**config.mk**
```make
export PLATFORM = sky130hd
export DESIGN_NAME = clipped_rect_fill_rgb565
export DESIGN_NICKNAME = d
export VERILOG_FILES = /design/src/design/crf_pkg.sv /design/src/design/clipped_rect_fill_rgb565.sv /design/src/design/crf_span.sv /design/src/design/crf_color.sv /design/src/design/crf_raster.sv
export SDC_FILE = /design/constraint.sdc
export NUM_CORES = 1
export LEC_CHECK = 0
export BUFFER_PORTS_ARGS = -buffer_cell sky130_fd_sc_hd__buf_2
export CAP_MARGIN = 20
export CORE_ASPECT_RATIO = 2
export CORE_MARGIN = 2
export CORE_UTILIZATION = 55
export CTS_CLUSTER_DIAMETER = 40
export DETAILED_ROUTE_END_ITERATION = 7
export GPL_TIMING_DRIVEN = 0
export PLACE_DENSITY = 0.88
export SLEW_MARGIN = 15
export SYNTH_ARGS = -nofsm -noshare
export SYNTH_HDL_FRONTEND = slang
export SYNTH_HIERARCHICAL = 1
export SYNTH_SLANG_ARGS = --single-unit
```
**constraint.sdc**
```tcl
create_clock -name aclk -period 6.29 [get_ports aclk]
set_clock_uncertainty 0.2 [all_clocks]
set_input_delay 0.9435 -clock aclk [delete_from_list [all_inputs] [get_ports aclk]]
set_output_delay 0.9435 -clock aclk [all_outputs]
set_load 0.005 [all_outputs]
```
**src/design/crf_pkg.sv**
```systemverilog
`timescale 1ns / 1ps
`default_nettype none
package crf_pkg;

    localparam int FRAME_WIDTH  = 128;
    localparam int FRAME_HEIGHT = 128;

    localparam int COORD_W  = 7;
    localparam int ADDR_W   = 14;
    localparam int WORD_W   = 16;
    localparam int S_DATA_W = 64;
    localparam int M_DATA_W = 48;

    localparam logic [COORD_W-1:0] LAST_COL = COORD_W'(FRAME_WIDTH - 1);
    localparam logic [COORD_W-1:0] LAST_ROW = COORD_W'(FRAME_HEIGHT - 1);

    typedef enum logic {
        KIND_RECT = 1'b0,
        KIND_TICK = 1'b1
    } item_kind_t;

    // Decoded rectangle command, ready to load into the raster state.
    typedef struct packed {
        logic                   in_frame;
        logic [COORD_W-1:0]     start_col;
        logic [COORD_W-1:0]     end_col;
        logic [COORD_W-1:0]     start_row;
        logic [COORD_W-1:0]     end_row;
        logic [WORD_W-1:0]      fill_word;
    } rect_cmd_t;

endpackage
`default_nettype wire

```
**src/design/clipped_rect_fill_rgb565.sv**
```systemverilog
`timescale 1ns / 1ps
`default_nettype none
// Channel   Direction  Carries
// s_*       in         rectangle command (tuser 0) or pixel tick (tuser 1)
// m_*       out        one frame-buffer write per tick while a rectangle is open
//
// One item per cycle unless m_tready stalls: an input register feeds span
// clipping, color scaling and the raster counters, which load the result
// register in the same cycle; a tick's write leaves on m_* from that register.
// Reset clears the handshake registers and the raster state; the block is idle.
// A stall on m_tready holds the result register, then the input register.
module clipped_rect_fill_rgb565 (
    input  wire logic                           aclk,
    input  wire logic                           aresetn,
    input  wire logic                           s_tvalid,
    output logic                                s_tready,
    // origin_x[7:0], origin_y[15:8], extent_w[24:16], extent_h[33:25],
    // color_rgb[57:34], zero fill above
    input  wire logic [crf_pkg::S_DATA_W-1:0]   s_tdata,
    // kind[0]
    input  wire logic                           s_tuser,
    output logic                                m_tvalid,
    input  wire logic                           m_tready,
    // pixel_address[13:0], pixel_column[20:14], pixel_row[27:21],
    // pixel_word[43:28], zero fill above
    output logic [crf_pkg::M_DATA_W-1:0]        m_tdata,
    output logic                                m_tlast
);

    logic                           in_valid_reg;
    logic                           in_kind_reg;
    logic [57:0]                    in_data_reg;
    logic                           advance;
    crf_pkg::rect_cmd_t             cmd;
    logic [7:0]                     origin_x;
    logic [7:0]                     origin_y;

    assign s_tready = !in_valid_reg || advance;

    always_ff @(posedge aclk) begin
        if (!aresetn) begin
            in_valid_reg <= 1'b0;
        end else if (s_tready) begin
            in_valid_reg <= s_tvalid;
        end
    end

    always_ff @(posedge aclk) begin
        if (s_tvalid && s_tready) begin
            in_kind_reg <= s_tuser;
            in_data_reg <= s_tdata[57:0];
        end
    end

    assign origin_x = in_data_reg[7:0];
    assign origin_y = in_data_reg[15:8];

    assign cmd.in_frame = (9'(origin_x) <= 9'(crf_pkg::LAST_COL))
                       && (9'(origin_y) <= 9'(crf_pkg::LAST_ROW));

    crf_span u_span_x (
        .anchor (origin_x),
        .extent (signed'(in_data_reg[24:16])),
        .limit  (crf_pkg::LAST_COL),
        .lo     (cmd.start_col),
        .hi     (cmd.end_col)
    );

    crf_span u_span_y (
        .anchor (origin_y),
        .extent (signed'(in_data_reg[33:25])),
        .limit  (crf_pkg::LAST_ROW),
        .lo     (cmd.start_row),
        .hi     (cmd.end_row)
    );

    crf_color u_color (
        .color_rgb (in_data_reg[57:34]),
        .fill_word (cmd.fill_word)
    );

    crf_raster u_raster (
        .aclk       (aclk),
        .aresetn    (aresetn),
        .item_valid (in_valid_reg),
        .item_kind  (in_kind_reg),
        .cmd        (cmd),
        .out_ready  (m_tready),
        .advance    (advance),
        .out_valid  (m_tvalid),
        .out_data   (m_tdata),
        .out_last   (m_tlast)
    );

endmodule
`default_nettype wire

```
**src/design/crf_span.sv**
```systemverilog
`timescale 1ns / 1ps
`default_nettype none
module crf_span (
    input  wire logic [7:0]                     anchor,
    input  wire logic signed [8:0]              extent,
    input  wire logic [crf_pkg::COORD_W-1:0]    limit,
    output logic [crf_pkg::COORD_W-1:0]         lo,
    output logic [crf_pkg::COORD_W-1:0]         hi
);

    logic signed [10:0] anchor_s;
    logic signed [10:0] extent_s;
    logic signed [10:0] start_s;
    logic signed [10:0] end_s;
    logic signed [10:0] limit_s;

    assign anchor_s = signed'({3'b000, anchor});
    assign extent_s = 11'(extent);
    assign limit_s  = signed'({4'b0000, limit});

    // Inclusive span: a negative extent reaches back from the anchor.
    assign start_s = extent[8] ? (anchor_s + extent_s) : anchor_s;
    assign end_s   = extent[8] ? anchor_s : (anchor_s + extent_s);

    assign lo = start_s[10] ? '0 : start_s[crf_pkg::COORD_W-1:0];
    assign hi = (end_s > limit_s) ? limit : end_s[crf_pkg::COORD_W-1:0];

endmodule
`default_nettype wire

```
**src/design/crf_color.sv**
```systemverilog
`timescale 1ns / 1ps
`default_nettype none
module crf_color (
    input  wire logic [23:0]                    color_rgb,
    output logic [crf_pkg::WORD_W-1:0]          fill_word
);

    logic [13:0] r_prod;
    logic [13:0] g_prod;
    logic [13:0] b_prod;
    logic [13:0] r_q;
    logic [13:0] g_q;
    logic [13:0] b_q;

    // c*31 and c*63 as shift and subtract
    assign r_prod = {1'b0, color_rgb[23:16], 5'b0} - {6'b0, color_rgb[23:16]};
    assign g_prod = {color_rgb[15:8], 6'b0} - {6'b0, color_rgb[15:8]};
    assign b_prod = {1'b0, color_rgb[7:0], 5'b0} - {6'b0, color_rgb[7:0]};

    // x/255 for the 14-bit products x: (x + 1 + x/256) / 256
    assign r_q = (r_prod + 14'd1 + {8'b0, r_prod[13:8]}) >> 8;
    assign g_q = (g_prod + 14'd1 + {8'b0, g_prod[13:8]}) >> 8;
    assign b_q = (b_prod + 14'd1 + {8'b0, b_prod[13:8]}) >> 8;

    // byte-swapped RGB565
    assign fill_word = {g_q[2:0], b_q[4:0], r_q[4:0], g_q[5:3]};

endmodule
`default_nettype wire

```
**src/design/crf_raster.sv**
```systemverilog
`timescale 1ns / 1ps
`default_nettype none
module crf_raster (
    input  wire logic                           aclk,
    input  wire logic                           aresetn,
    input  wire logic                           item_valid,
    input  wire logic                           item_kind,
    input  wire crf_pkg::rect_cmd_t             cmd,
    input  wire logic                           out_ready,
    output logic                                advance,
    output logic                                out_valid,
    output logic [crf_pkg::M_DATA_W-1:0]        out_data,
    output logic                                out_last
);

    localparam int CW = crf_pkg::COORD_W;

    logic                       active_reg, active_next;
    logic [CW-1:0]              cur_col_reg, cur_col_next;
    logic [CW-1:0]              cur_row_reg, cur_row_next;
    logic [CW-1:0]              start_col_reg, start_col_next;
    logic [CW-1:0]              end_col_reg, end_col_next;
    logic [CW-1:0]              end_row_reg, end_row_next;
    logic [crf_pkg::WORD_W-1:0] fill_word_reg, fill_word_next;
    logic                       out_valid_reg, out_valid_next;
    logic [crf_pkg::M_DATA_W-1:0] out_data_reg, out_data_next;
    logic                       out_last_reg, out_last_next;

    logic                       fire;
    logic                       emit;
    logic                       row_done;
    logic                       fin;
    logic [crf_pkg::ADDR_W-1:0] pix_addr;

    // advance when the result register is empty or its transaction leaves now
    assign advance  = !out_valid_reg || out_ready;
    assign fire     = item_valid && advance;
    assign emit     = fire && (item_kind == crf_pkg::KIND_TICK) && active_reg;
    assign row_done = (cur_col_reg == end_col_reg);
    assign fin      = row_done && (cur_row_reg == end_row_reg);
    assign pix_addr = crf_pkg::ADDR_W'(int'(cur_row_reg) * crf_pkg::FRAME_WIDTH
                                       + int'(cur_col_reg));

    always_comb begin
        active_next    = active_reg;
        cur_col_next   = cur_col_reg;
        cur_row_next   = cur_row_reg;
        start_col_next = start_col_reg;
        end_col_next   = end_col_reg;
        end_row_next   = end_row_reg;
        fill_word_next = fill_word_reg;
        out_valid_next = out_valid_reg;
        out_data_next  = out_data_reg;
        out_last_next  = out_last_reg;

        if (advance) begin
            out_valid_next = emit;
        end

        if (fire && (item_kind == crf_pkg::KIND_RECT)) begin
            // an anchor outside the frame drops any rectangle in progress
            active_next = cmd.in_frame;
            if (cmd.in_frame) begin
                start_col_next = cmd.start_col;
                end_col_next   = cmd.end_col;
                cur_col_next   = cmd.start_col;
                cur_row_next   = cmd.start_row;
                end_row_next   = cmd.end_row;
                fill_word_next = cmd.fill_word;
            end
        end else if (emit) begin
            out_data_next = {{(crf_pkg::M_DATA_W - crf_pkg::WORD_W - 2*CW
                               - crf_pkg::ADDR_W){1'b0}},
                             fill_word_reg, cur_row_reg, cur_col_reg, pix_addr};
            out_last_next = fin;
            if (fin) begin
                active_next = 1'b0;
            end else if (row_done) begin
                cur_col_next = start_col_reg;
                cur_row_next = cur_row_reg + CW'(1);
            end else begin
                cur_col_next = cur_col_reg + CW'(1);
            end
        end
    end

    always_ff @(posedge aclk) begin
        if (!aresetn) begin
            active_reg    <= 1'b0;
            cur_col_reg   <= '0;
            cur_row_reg   <= '0;
            start_col_reg <= '0;
            end_col_reg   <= '0;
            end_row_reg   <= '0;
            fill_word_reg <= '0;
            out_valid_reg <= 1'b0;
        end else begin
            active_reg    <= active_next;
            cur_col_reg   <= cur_col_next;
            cur_row_reg   <= cur_row_next;
            start_col_reg <= start_col_next;
            end_col_reg   <= end_col_next;
            end_row_reg   <= end_row_next;
            fill_word_reg <= fill_word_next;
            out_valid_reg <= out_valid_next;
        end
    end

    always_ff @(posedge aclk) begin
        out_data_reg <= out_data_next;
        out_last_reg <= out_last_next;
    end

    assign out_valid = out_valid_reg;
    assign out_data  = out_data_reg;
    assign out_last  = out_last_reg;

endmodule
`default_nettype wire

```
# Word level (Yosys, flattened, before mapping)
# Index checks and enable logic that the tools add are counted.
# op_classes
n_addsub	14
n_lt_le_gt_ge	4
n_eq_ne	4
n_mux	21
n_bitwise	2
reduce_logical	19
# ops
operator	n
7-bit 2-to-1 mux	14
11-bit 2-to-1 mux	4
13-bit by 8-bit subtractor with 14-bit output	2
13-bit by 1-bit adder with 13-bit output, second input constant	2
13-bit by 6-bit adder with 13-bit output	2
11-bit by 8-bit greater-than comparator with 1-bit output, second input constant	2
9-bit by 9-bit adder with 10-bit output	2
8-bit by 7-bit less-or-equal comparator with 1-bit output, second input constant	2
14-bit by 1-bit adder with 14-bit output, second input constant	1
14-bit by 6-bit adder with 14-bit output	1
14-bit by 7-bit adder with 14-bit output	1
7-bit by 1-bit adder with 7-bit output, second input constant	2
7-bit == test	2
14-bit by 8-bit subtractor with 14-bit output	1
1-bit logical AND	7
2-bit AND reduction	3
2-bit nonzero test	3
4-bit AND reduction	1
1-bit 2-to-1 mux	3
3-bit AND reduction	1
1-bit zero test	2
1-bit logical OR	2
2-bit by 1-bit inequality test with 1-bit output, second input constant	1
2-bit inequality test, second input constant	1
1-bit inverter	2
# totals
ff_bits	158
in_bits	69
out_inout_bits	51
elab_cells	77

# Logic depth before layout (Yosys ltp)
# Gate-level depths: netlist of the first run.
# logic_depth
ltp_word	7
mapped_depth	18
ltp_nobuf	17

# Cells and area by module
# Netlist of the first run, hierarchy kept.
# modules_own_cells
module	instances	cells_each	area_per_inst_um2	seq_area_each_um2
crf_raster	1	364	3667.3	1991.9
clipped_rect_fill_rgb565	1	66	1836.8	1791.7
crf_color	1	246	1755.4	0.0
crf_span	2	94	743.2	0.0

# Worst setup path after synthesis of the first run
# OpenSTA, ideal clock, no wires.
# synth_path
path_type	register to register
from	register in_data_reg[43]
to	register u_raster/fill_word_reg[2] (netlist name)
arrival_ps	3433
t_required_ps	6014
setup_slack_ps	2581
path_stages_with_launch	17
path_buffers	1
cell_sequence	edfxtp_1 > ha_1 > clkbuf_1 > a21o_1 > or3_1 > xor2_1 > inv_1 > ha_1 > o21a_1 > o21ai_0 > a21oi_1 > o221ai_1 > or3_1 > nor3_2 > xor2_1 > nand2_1 > a21boi_0
# synth_rtl
item	line	text
start: declaration	clipped_rect_fill_rgb565.sv:32	logic [57:0] in_data_reg;
start signal: assignment	clipped_rect_fill_rgb565.sv:51	in_data_reg <= s_tdata[57:0];
end signal: assignment	crf_raster.sv:104	fill_word_reg <= fill_word_next;
end: declaration	crf_raster.sv:24	logic [crf_pkg::WORD_W-1:0] fill_word_reg, fill_word_next;

==> metrics.md, run 1 <==
| Metric | Value |
|---|---|
| Final Critical Period | 4.30 ns |
| CTS sink cnt | 144 |
| Flops & latches, synth | 144 |
| Register area share after synthesis | 43.3% |
| Main combinational cell family by area after synthesis | compound AO/OA/AOI/OAI gates |
| Largest net degree at the start of global routing | 60 |
| Post-synth EDFFs | 90 |
| Area growth syn-to-layout | 16.7% |
| Clk buf depth | 2 |
| Top Ports | 120 |
| Worst EP required | 6.44 ns |
| Max reg flops | 58 |
| Final count of hold timing violations | 0 |
| Row count | 65 |
| Worst min-delay path startpoint | u_raster/fill_word_reg[14] |
| Crit. End Element | flip-flop |
| Synth Area in Adders | 8.47% |
| Post-CTS Setup Repair Bufs | 0 |
| Actual slew at the worst max-slew pin | 0.806 ns |
| Total gr overflow | 0 |
| Initial DRC count | 341 |
| Hold Path Class | reg2reg |
| Asr flop ratio synth | 0% |
| Yosys Warn Count | 6 |
| Top cells by area, synth | edfxtp_1, dfxtp_1, ha_1, nand2_1, a21boi_0 |
| Crit-path max cell delay | about 0.5 ns |
| Max_slew headroom | between 40% and 50% |
| Initial Util | 55.7% |
| WL per Instance | 17.2 µm |
| CP cell instances | ha_1 > clkbuf_1 > a21o_1 > or3_1 > xor2_1 > inv_1 > ha_1 > o21a_1 > o21ai_0 > a21oi_1 > o221ai_1 > or3_1 > nor3_2 > xor2_1 > nand2_1 > a21boi_0 |
| Die Ht | roughly 180 µm |
| Reg2reg end | u_raster/fill_word_reg[2] |
| Slew Viols, Final | 0 |
| CP delay by family, top | simple AND/OR/NAND/NOR gates |
| TNS Setup | 0 ns |
| Post-Synth XOR/XNOR Area | 6.51% |
| Max-cap violations | 0 |
| NumNets Final | 1149 |
| RSZ-0062 raised after global routing | no |
| Synth Cell Area | 0.00875 mm² |
| ANT nets after route | 0 |
| Die Width | 93.2 µm |
| Cells after Synth | 864 |
| Post_cts resized | 0 |
| Simple-gate share of the synthesized area | 15.1% |
| Hold_ws | around 0.23 ns |
| Worst r2r src | in_data_reg[43] |
| Post-synthesis compound-gate area fraction | 18.1% |
| Crit path arrival time | roughly 4.5 ns |
| Clk_lat worst skew | roughly 0.43 ns |
| Vias in the first global route | 7224 |
| Reg2reg setup slack | 1.99 ns |
| DRC | 0 |
| Worst Hold End | u_raster/out_data[42] |
| Worst setup SP type | flip-flop |
| Yosys top cell by area | edfxtp_1 |
| Final WL | 21.2 mm |
| First drt pass iteration count | 5 |
| Hpwl dp | 16.2 mm |
| Fraction of layout cells with a size suffix above 1 | 19.8% |
| Vias | 7140 |
| H-tree Lvls | 4 |
| FF-to-FF path depth | 16 |
| Status | finished clean |
| CTS Root Cell | clkbuf_16 |
| GR Util All Layers | 25.8% |
| Syn Area/Cell | 10.1 µm² |
| Placeable Area | around 0.016 mm² |
| Share of the synthesized area in the top cell type | a little under a third |
| VDD IR max | 0.209 mV |
| CP Class | reg2reg |
| Leak pwr | 0.00430 µW |
| CTS hold repair buffers | 0 |
| Global-route wire length before repair | 34.0 mm |
| Total CTS buffers | 17 |
| Hold path cells | 0 |
| DIE AREA | 0.0170 mm² |
| Port bufs | 109 |
| Most used DFF post-synth | edfxtp_1 |
| Slowest-stage cell, CP | or3_1 |
| Max Clock Freq | ~230 MHz |
| Initial antenna violation count | 0 |
| Synth cell types | 80 |
| Cell Pwr Density | 259 mW/mm² |
| Most common cell after layout, fill and taps aside | nand2_1 |
| Clock slew at reported path FFs | around 0.070 ns |
| Final Cycle Share | approximately 70% |
| Routability cong. | 0.984 |
| Crit Path Max Fanout | 7 |
| Vias/cell | 5.78 |
| Mux contribution to synthesized area | under 10% |
| N_diodes | 0 |
| # setup viols final | 0 |
| Buf/Inv on CP | 2 |
| TritonCTS clock tree | done |
| Commonest cells after routing, fill and taps aside | nand2_1, buf_2, edfxtp_1 |
-- power breakdown --
group	leakage (µW)	total, µW	internal [µW]	switching [µW]
clock network	0.000266	954	517	437
registers	0.00132	1090	1050	40.0
logic	0.00271	607	256	352
-- layout make-up --
| cell class | instances | area, µm² |
|---|---|---|
| Fill cell | 1252 | 5490 |
| Multi-Input combinational cell | 656 | 4640 |
| Sequential cell | 144 | 3780 |
| Timing Repair Buffer | 109 | 546 |
| Clock buffer | 17 | 425 |
| Buffer | 51 | 278 |
| Tap cell | 201 | 251 |
| Inverter | 43 | 161 |
| Clock inverter | 15 | 126 |
-- worst reg2reg max path, cell delays in order, from the launching register on --
cell	delay, ns
edfxtp_1	0.43
ha_1	0.31
clkbuf_1	0.18
a21o_1	0.25
or3_1	0.36
xor2_1	0.34
inv_1	0.09
ha_1	0.29
o21a_1	0.11
o21ai_0	0.14
a21oi_1	0.21
o221ai_1	0.23
or3_1	0.50
nor3_2	0.18
xor2_1	0.18
nand2_1	0.07
a21boi_0	0.16
-- layer usage --
layer / GRT usage (%) / up-vias / wire, µm
li1: - / 3433 / -
met1: 23.3 / 3368 / 6990
met2: 49.7 / 243 / 12000
met3: 4.67 / 96 / 837
met4: 18.0 / 0 / 1450
met5: 0 / - / 0
-- Yosys cell counts (all sizes together) (4+ instances only) --
master	n
nand2	137
edfxtp	90
ha	56
dfxtp	54
a21boi	43
inv	43
xnor2	35
xor2	30
nor2	27
buf	26
clkbuf	25
o21ai	25
a21oi	24
nand3	18
o31ai	17
a21o	16
mux2	16
nor3	14
o21a	13
a211oi	12
mux2i	12
o211ai	10
and2	9
a31oi	8
or3	8
and3	7
nand3b	7
o2bb2ai	7
nor2b	6
nand4	5
nor4	5
a311oi	4
nand2b	4
nor4b	4
o21bai	4
-- through the flow --
stage | setup slack, ns | power, µW | util, % | instances | area [µm²]
3_5_place_dp | 2.09 | 1690 | 61.5 | 1204 | 9660
6_report | 1.99 | 2650 | 65.0 | 1236 | 10200
4_1_cts | 2.05 | 2640 | 65.0 | 1236 | 10200
2_1_floorplan | 2.58 | 1540 | - | 894 | 8860
5_1_grt | 1.69 | 2760 | 65.0 | 1236 | 10200
3_3_place_gp | 2.14 | 1670 | 61.5 | 1204 | 9660
-- how the worst max path moves through the flow --
stage	cells after the start	from	slack, ns	end
2_1_floorplan	16	in_data_reg[43]	2.58	u_raster/fill_word_reg[2]
3_3_place_gp	14	in_data_reg[8]	2.14	u_raster/end_row_reg[5]
3_5_place_dp	14	in_data_reg[8]	2.09	u_raster/end_row_reg[5]
4_1_cts	16	in_data_reg[43]	2.05	u_raster/fill_word_reg[2]
5_1_grt	16	in_data_reg[43]	1.69	u_raster/fill_word_reg[2]
6_report	16	in_data_reg[43]	1.99	u_raster/fill_word_reg[2]
-- cells by family (layout without fill, tap and decap cells) --
family                   count (synthesis)  count (layout)
multiplexers                            28              28
other                                    2              32
XOR/XNOR                                65              65
AND/OR/NAND/NOR                        260             260
buffers and inverters                   94             235
AO/OA/AOI/OAI                          213             213
adder cells (fa/ha/maj)                 58              58
flip-flops                             144             144
(Power assumes the default switching activity.)
==> inputs of run 2 (changes only) <==
==> constraint.sdc (replaced) <==
create_clock -name aclk -period 4.3 [get_ports aclk]
set_clock_uncertainty 0.2 [all_clocks]
set_input_delay 0.645 -clock aclk [delete_from_list [all_inputs] [get_ports aclk]]
set_output_delay 0.645 -clock aclk [all_outputs]
set_load 0.005 [all_outputs]
==> run 2 against run 1 <==
Cell area grew 1.6%. Sequential power grew 46%. Non-clock buffer count grew 10. Maximum frequency grew 3.9%. Sequential cell count is the same. Critical path type unchanged. Largest cell class unchanged. Highest routed layer unchanged.
==> metrics.md, run 2 (synthesis gave the netlist of run 1 again) <==
| Metric | Value |
|---|---|
| Vias in the first global route | 7224 (unchanged) |
| CP delay by family, top | compound AO/OA/AOI/OAI gates (was simple AND/OR/NAND/NOR gates) |
| TritonCTS clock tree | done (unchanged) |
| Actual slew at the worst max-slew pin | 0.805 ns (was 0.806 ns) |
| Initial DRC count | 358 (was 341) |
| Buf/Inv on CP | 1 (was 2) |
| H-tree Lvls | 4 (unchanged) |
| Final Cycle Share | 96.2% (was 68.3%) |
| Crit-path max cell delay | 0.43 ns (was 0.50 ns) |
| Placed instance area | 0.00966 mm² (unchanged) |
| CTS sink cnt | 144 (unchanged) |
| Max reg flops | 58 (unchanged) |
| Final Critical Period | 4.14 ns (was 4.30 ns) |
| Max-cap violations | 0 (unchanged) |
| NumNets Final | 1159 (was 1149) |
| Total CTS buffers | 17 (unchanged) |
| Row count | 65 (unchanged) |
| Worst Hold End | in_data_reg[4] (was u_raster/out_data[42]) |
| Die Ht | 182 µm (unchanged) |
| Setup WS post-layout | 0.165 ns (was 1.99 ns) |
| VDD IR max | 0.300 mV (was 0.209 mV) |
| Reg2reg end | u_raster/end_col_reg[1] (was u_raster/fill_word_reg[2]) |
| Critical path's most frequent cell | ha_1 |
| Clk pwr share | 35.6% (was 36.0%) |
| GR Util All Layers | 25.8% (unchanged) |
| First drt pass iteration count | 7 (was 5) |
| Die Width | 93.2 µm (unchanged) |
| Max_slew headroom | 46.3% (about the same) |
| Cell Pwr Density | 378 mW/mm² (was 259 mW/mm²) |
| Internal | 2690 µW (was 1820 µW) |
| ANT nets after route | 0 (unchanged) |
| Seq pwr share | 40.6% (was 41.0%) |
| Crit Path Max Fanout | 7 (unchanged) |
| Hold Path Class | in2reg (was reg2reg) |
| Most common cell after layout, fill and taps aside | nand2_1 (unchanged) |
| Fraction of layout cells with a size suffix above 1 | 21.8% (was 19.8%) |
| Placeable Area | 0.0157 mm² (unchanged) |
| CTS hold repair buffers | 0 (unchanged) |
| Status | finished clean (unchanged) |
| WL per Instance | 17.3 µm (was 17.2 µm) |
| Comb power frac | 23.8% (was 22.9%) |
| Placed Cells | 1204 (unchanged) |
| Commonest cells after routing, fill and taps aside | nand2_1, buf_2, edfxtp_1 (unchanged) |
| Leak pwr | 0.00437 µW (was 0.00430 µW) |
| Global-route wire length before repair | 34.0 mm (unchanged) |
| Reg2reg setup slack | 0.16 ns (was 1.99 ns) |
| CP cell instances | ha_1 > fa_1 > a21o_1 > a221oi_1 > xor2_1 > o21ai_0 > ha_1 > nand4_1 > a21oi_1 > o22a_1 > a311oi_4 > buf_4 > mux2_2 > nand2_1 > a21boi_0 (was ha_1 > clkbuf_1 > a21o_1 > or3_1 > xor2_1 > inv_1 > ha_1 > o21a_1 > o21ai_0 > a21oi_1 > o221ai_1 > or3_1 > nor3_2 > xor2_1 > nand2_1 > a21boi_0) |
| Worst r2r src | in_data_reg[0] (was in_data_reg[43]) |
| CTS Root Cell | clkbuf_16 (unchanged) |
| Crit. End Element | flip-flop (unchanged) |
| Vias/cell | 5.76 (was 5.78) |
| FF-to-FF path depth | 15 (was 16) |
| Psw | 1230 µW (was 829 µW) |
| Slew Viols, Final | 0 (unchanged) |
| Crit path arrival time | 4.24 ns (was 4.45 ns) |
| Clock slew at reported path FFs | 0.06 ns (was 0.07 ns) |
| DIE AREA | 0.0170 mm² (unchanged) |
| Switching share of total power | 31.4% (was 31.3%) |
| Routability cong. | 0.984 (unchanged) |
| Worst min-delay path startpoint | s_tdata[4] (was u_raster/fill_word_reg[14]) |
| Top Ports | 120 (unchanged) |
| Final non-filler cell total | 1246 (was 1236) |
| Port bufs | 109 (unchanged) |
| DRC | 0 (unchanged) |
| Final count of hold timing violations | 0 (unchanged) |
| N_diodes | 0 (unchanged) |
| Fin area | 0.0104 mm² (was 0.0102 mm²) |
| Final WL | 21.5 mm (was 21.2 mm) |
| Initial Util | 55.7% (unchanged) |
| Max Clock Freq | 242 MHz (was 233 MHz) |
| # setup viols final | 0 (unchanged) |
| Worst setup SP type | flip-flop (unchanged) |
| Slowest-stage cell, CP | edfxtp_1 (was or3_1) |
| Largest net degree at the start of global routing | 60 (unchanged) |
| Hpwl dp | 16.2 mm (unchanged) |
| Initial antenna violation count | 0 (unchanged) |
| Worst EP required | 4.40 ns (was 6.44 ns) |
| Area growth syn-to-layout | 18.6% (was 16.7%) |
| Hold path cells | 1 (was 0) |
| Clk_lat worst skew | 0.43 ns (about the same) |
| Total gr overflow | 0 (unchanged) |
| Clk buf depth | 2 (unchanged) |
| Vias | 7173 (was 7140) |
| Place WS | 0.102 ns (was 2.09 ns) |
| CP Class | reg2reg (unchanged) |
==> run 2: changes by cell type in the layout (fill, tap and decap cells not counted), moves of 2 or more <==
| cell | previous run | this run |
|---|---|---|
| a211oi_1 | 11 | 9 |
| xor2_2 | 0 | 2 |
| ha_1 | 56 | 54 |
| buf_4 | 19 | 30 |
| a211oi_2 | 1 | 3 |
| xor2_1 | 30 | 28 |
==> run 2: power by group through the flow <==
stage               combinational [µW]  clock (µW)  sequential, µW
global route                      1020        1470            1600
finish                             931        1400            1590
CTS                                867        1410            1590
floorplan                          661           0            1600
global placement                   834           0            1620
detailed placement                 858           0            1620
==> run 2: layout make-up <==
cell class | count | area [µm²]
fill | 1220 | 5330
multi-input combinational | 656 | 4720
sequential | 144 | 3780
timing repair buffer | 120 | 628
clock buffer | 17 | 425
buffer | 50 | 274
tap | 201 | 251
inverter | 43 | 161
clock inverter | 15 | 126
==> run 2: layer usage <==
metal | vias to the layer above | wire length [µm] | GRT usage (%) | share of wire [%]
met3 | 93 | 862 | 4.67 | 4.0
li1 | 3451 | - | - | -
met2 | 258 | 12200 | 49.7 | 57
met5 | - | 0 | 0 | 0
met4 | 0 | 1440 | 18.0 | 6.7
met1 | 3371 | 7040 | 23.3 | 33
==> run 2: per-stage QoR <==
stage | hold slack, ns | setup TNS (ns) | utilization (%) | power [µW]
final | 0.190 | 0 | 66.1 | 3920
after CTS | 0.181 | 0 | 65.0 | 3860
after detailed placement | 0.220 | 0 | 61.5 | 2480
after global routing | 0.175 | -0.0600 | 66.1 | 4090
after floorplan | 0.208 | 0 | - | 2260
after global placement | 0.212 | 0 | 61.5 | 2450
==> run 2: worst max path at each step <==
stage	slack [ns]	depth (start not counted)	to	startpoint
finish	0.16	15	u_raster/end_col_reg[1]	in_data_reg[0]
floorplan	0.59	16	u_raster/fill_word_reg[2]	in_data_reg[43]
global route	-0.06	15	u_raster/fill_word_reg[7]	in_data_reg[56]
detailed placement	0.10	14	u_raster/end_row_reg[5]	in_data_reg[8]
CTS	0.06	16	u_raster/fill_word_reg[2]	in_data_reg[43]
global placement	0.15	14	u_raster/end_row_reg[5]	in_data_reg[8]
==> run 2: what timing repair did <==
action / in CTS / in global routing
resized for setup: 0 / 14
buffers inserted: 0 / 11
setup endpoints to repair: 0 / 20
==> inputs of run 3 (changes only) <==
--- a/config.mk
+++ b/config.mk
@@ -7,7 +7,6 @@
 export LEC_CHECK = 0
 export BUFFER_PORTS_ARGS = -buffer_cell sky130_fd_sc_hd__buf_2
 export CAP_MARGIN = 20
-export CORE_ASPECT_RATIO = 2
 export CORE_MARGIN = 2
 export CORE_UTILIZATION = 55
 export CTS_CLUSTER_DIAMETER = 40
==> run 3 against run 2 <==
Utilization rose by 0.22 points. Cell area is 0.43% higher. Critical path type unchanged. Largest power group unchanged. Die area decreased by 0.36%.
==> metrics.md, run 3 (synthesis gave the netlist of run 1 again) <==
| Metric | Value |
|---|---|
| Global-route wire length before repair | 31.2 mm (was 34.0 mm) |
| CTS hold repair buffers | 0 (unchanged) |
| TNS Setup | 0 ns (unchanged) |
| ANT nets after route | 0 (unchanged) |
| Clock slew at reported path FFs | 0.06 ns (about the same) |
| Leak pwr | 0.00439 µW (was 0.00437 µW) |
| Total gr overflow | 0 (unchanged) |
| Port bufs | 109 (unchanged) |
| Clk buf depth | 2 (unchanged) |
| Slowest-stage cell, CP | edfxtp_1 (unchanged) |
| First drt pass iteration count | 8 (was 7) |
| Final Critical Period | 4.30 ns (was 4.14 ns) |
| Cell Pwr Density | 385 mW/mm² (was 378 mW/mm²) |
| Hpwl dp | 14.3 mm (was 16.2 mm) |
| Die Ht | 130 µm (was 182 µm) |
| Die Width | 130 µm (was 93.2 µm) |
| Total CTS buffers | 17 (unchanged) |
| Routability cong. | 0.944 (was 0.984) |
| Largest net degree at the start of global routing | 60 (unchanged) |
| H-tree Lvls | 4 (unchanged) |
| Slew Viols, Final | 0 (unchanged) |
| GR Util All Layers | 23.6% (was 25.8%) |
| Top Ports | 120 (unchanged) |
| Max-cap violations | 0 (unchanged) |
| CP Class | reg2reg (unchanged) |
| CTS Root Cell | clkbuf_16 (unchanged) |
| Final Cycle Share | 99.9% (was 96.2%) |
| Commonest cells after routing, fill and taps aside | nand2_1, buf_2, edfxtp_1 (unchanged) |
| Status | finished clean (unchanged) |
| CTS sink cnt | 144 (unchanged) |
| Max_slew headroom | 43.3% (was 46.3%) |
| WL per Instance | 16.0 µm (was 17.3 µm) |
| Worst EP required | 4.44 ns (was 4.40 ns) |
| Vias | 7278 (was 7173) |
| Actual slew at the worst max-slew pin | 0.840 ns (was 0.805 ns) |
| Final count of hold timing violations | 0 (unchanged) |
| Fin area | 0.0104 mm² (about the same) |
| Initial DRC count | 636 (was 358) |
| Crit path arrival time | 4.44 ns (was 4.24 ns) |
| NumNets Final | 1158 (was 1159) |
| DIE AREA | 0.0169 mm² (was 0.0170 mm²) |
| CP cell instances | ha_1 > and2_1 > a32o_2 > nor3_1 > xnor2_1 > inv_1 > ha_1 > inv_1 > nor4_1 > o2bb2ai_1 > a221oi_4 > nor2b_1 > xnor2_1 > nand2_1 > a21boi_0 (was ha_1 > fa_1 > a21o_1 > a221oi_1 > xor2_1 > o21ai_0 > ha_1 > nand4_1 > a21oi_1 > o22a_1 > a311oi_4 > buf_4 > mux2_2 > nand2_1 > a21boi_0) |
| Most common cell after layout, fill and taps aside | nand2_1 (unchanged) |
| Placed instance area | 0.00970 mm² (was 0.00966 mm²) |
| N_diodes | 0 (unchanged) |
| Worst setup SP type | flip-flop (unchanged) |
| Initial antenna violation count | 0 (unchanged) |
| Max reg flops | 58 (unchanged) |
| Final total power | 4010 µW (was 3920 µW) |
| Fraction of layout cells with a size suffix above 1 | 20.8% (was 21.8%) |
| Row count | 46 (was 65) |
| Number of fill cells | 1179 (was 1220) |
| Final WL | 20.2 mm (was 21.5 mm) |
| Clk_lat worst skew | 0.42 ns (was 0.43 ns) |
| Crit-path max cell delay | 0.46 ns (was 0.43 ns) |
| CP delay by family, top | compound AO/OA/AOI/OAI gates (unchanged) |
| Hold Path Class | in2reg (unchanged) |
| Area growth syn-to-layout | 19.1% (was 18.6%) |
| VDD IR max | 0.292 mV (was 0.300 mV) |
| Crit Path Max Fanout | 8 (was 7) |
| Vias in the first global route | 6657 (was 7224) |
| Max Clock Freq | 233 MHz (was 242 MHz) |
| Initial Util | 55.7% (about the same) |
| Vias/cell | 5.78 (was 5.76) |
| Buf/Inv on CP | 2 (was 1) |
| TritonCTS clock tree | done (unchanged) |
| DRC | 0 (unchanged) |
| Placeable Area | 0.0157 mm² (about the same) |
| Crit. End Element | flip-flop (unchanged) |
| # setup viols final | 0 (unchanged) |
[run 3: changes by cell type in the layout (fill, tap and decap cells not counted), sizes merged]
cell,change
buf,-2
bufinv,+3
clkbuf,+4
clkinv,+2
inv,-8
[run 3: repair_timing]
action | in CTS | in global routing
setup buffers | 0 | 8
gates resized for setup | 0 | 7
endpoints found under the setup margin | 0 | 20
[run 3: stage by stage]
stage	util [%]	hold WS [ns]	std cells	worst slack (ns)
finish	66.3	0.191	1260	0.00278
global route	66.3	0.175	1260	-0.236
CTS	65.7	0.174	1252	0.0905
detailed placement	61.7	0.217	1220	0.183
global placement	61.6	0.212	1219	0.280
floorplan	-	0.208	894	0.591
[run 3: routing by layer]
layer | vias to the layer above | GRT usage [%] | share of wire [%]
met5 | - | 0 | 0
met4 | 0 | 8.54 | 3.2
met3 | 71 | 4.92 | 6.9
met2 | 328 | 41.5 | 50
met1 | 3431 | 28.7 | 40
li1 | 3448 | - | -
[run 3: where the power goes]
group	internal [µW]	switching [µW]
Sequential	1530	55.3
Combinational	391	518
Clock	945	575
Total	2870	1150
[run 3: path summary, 6_finish.rpt]
path	slack, ns	cells after the start	start	endpoint
hold reg to reg	0.23	0	u_raster/fill_word_reg[4]	u_raster/out_data[32]
hold / removal	0.19	1	s_tdata[12]	in_data_reg[12]
setup reg to reg	0.003	15	in_data_reg[36]	u_raster/fill_word_reg[9]
setup / recovery	0.003	15	in_data_reg[36]	u_raster/fill_word_reg[9]
[run 3: layout make-up]
type | instances | area (µm²) | area share (%)
Inverter | 43 | 161 | 1.55
Tap cell | 216 | 270 | 2.60
Multi-Input combinational cell | 656 | 4670 | 44.9
Timing Repair Buffer | 118 | 633 | 6.08
Buffer | 51 | 278 | 2.67
Sequential cell | 144 | 3780 | 36.3
Clock buffer | 20 | 457 | 4.39
Clock inverter | 12 | 158 | 1.51
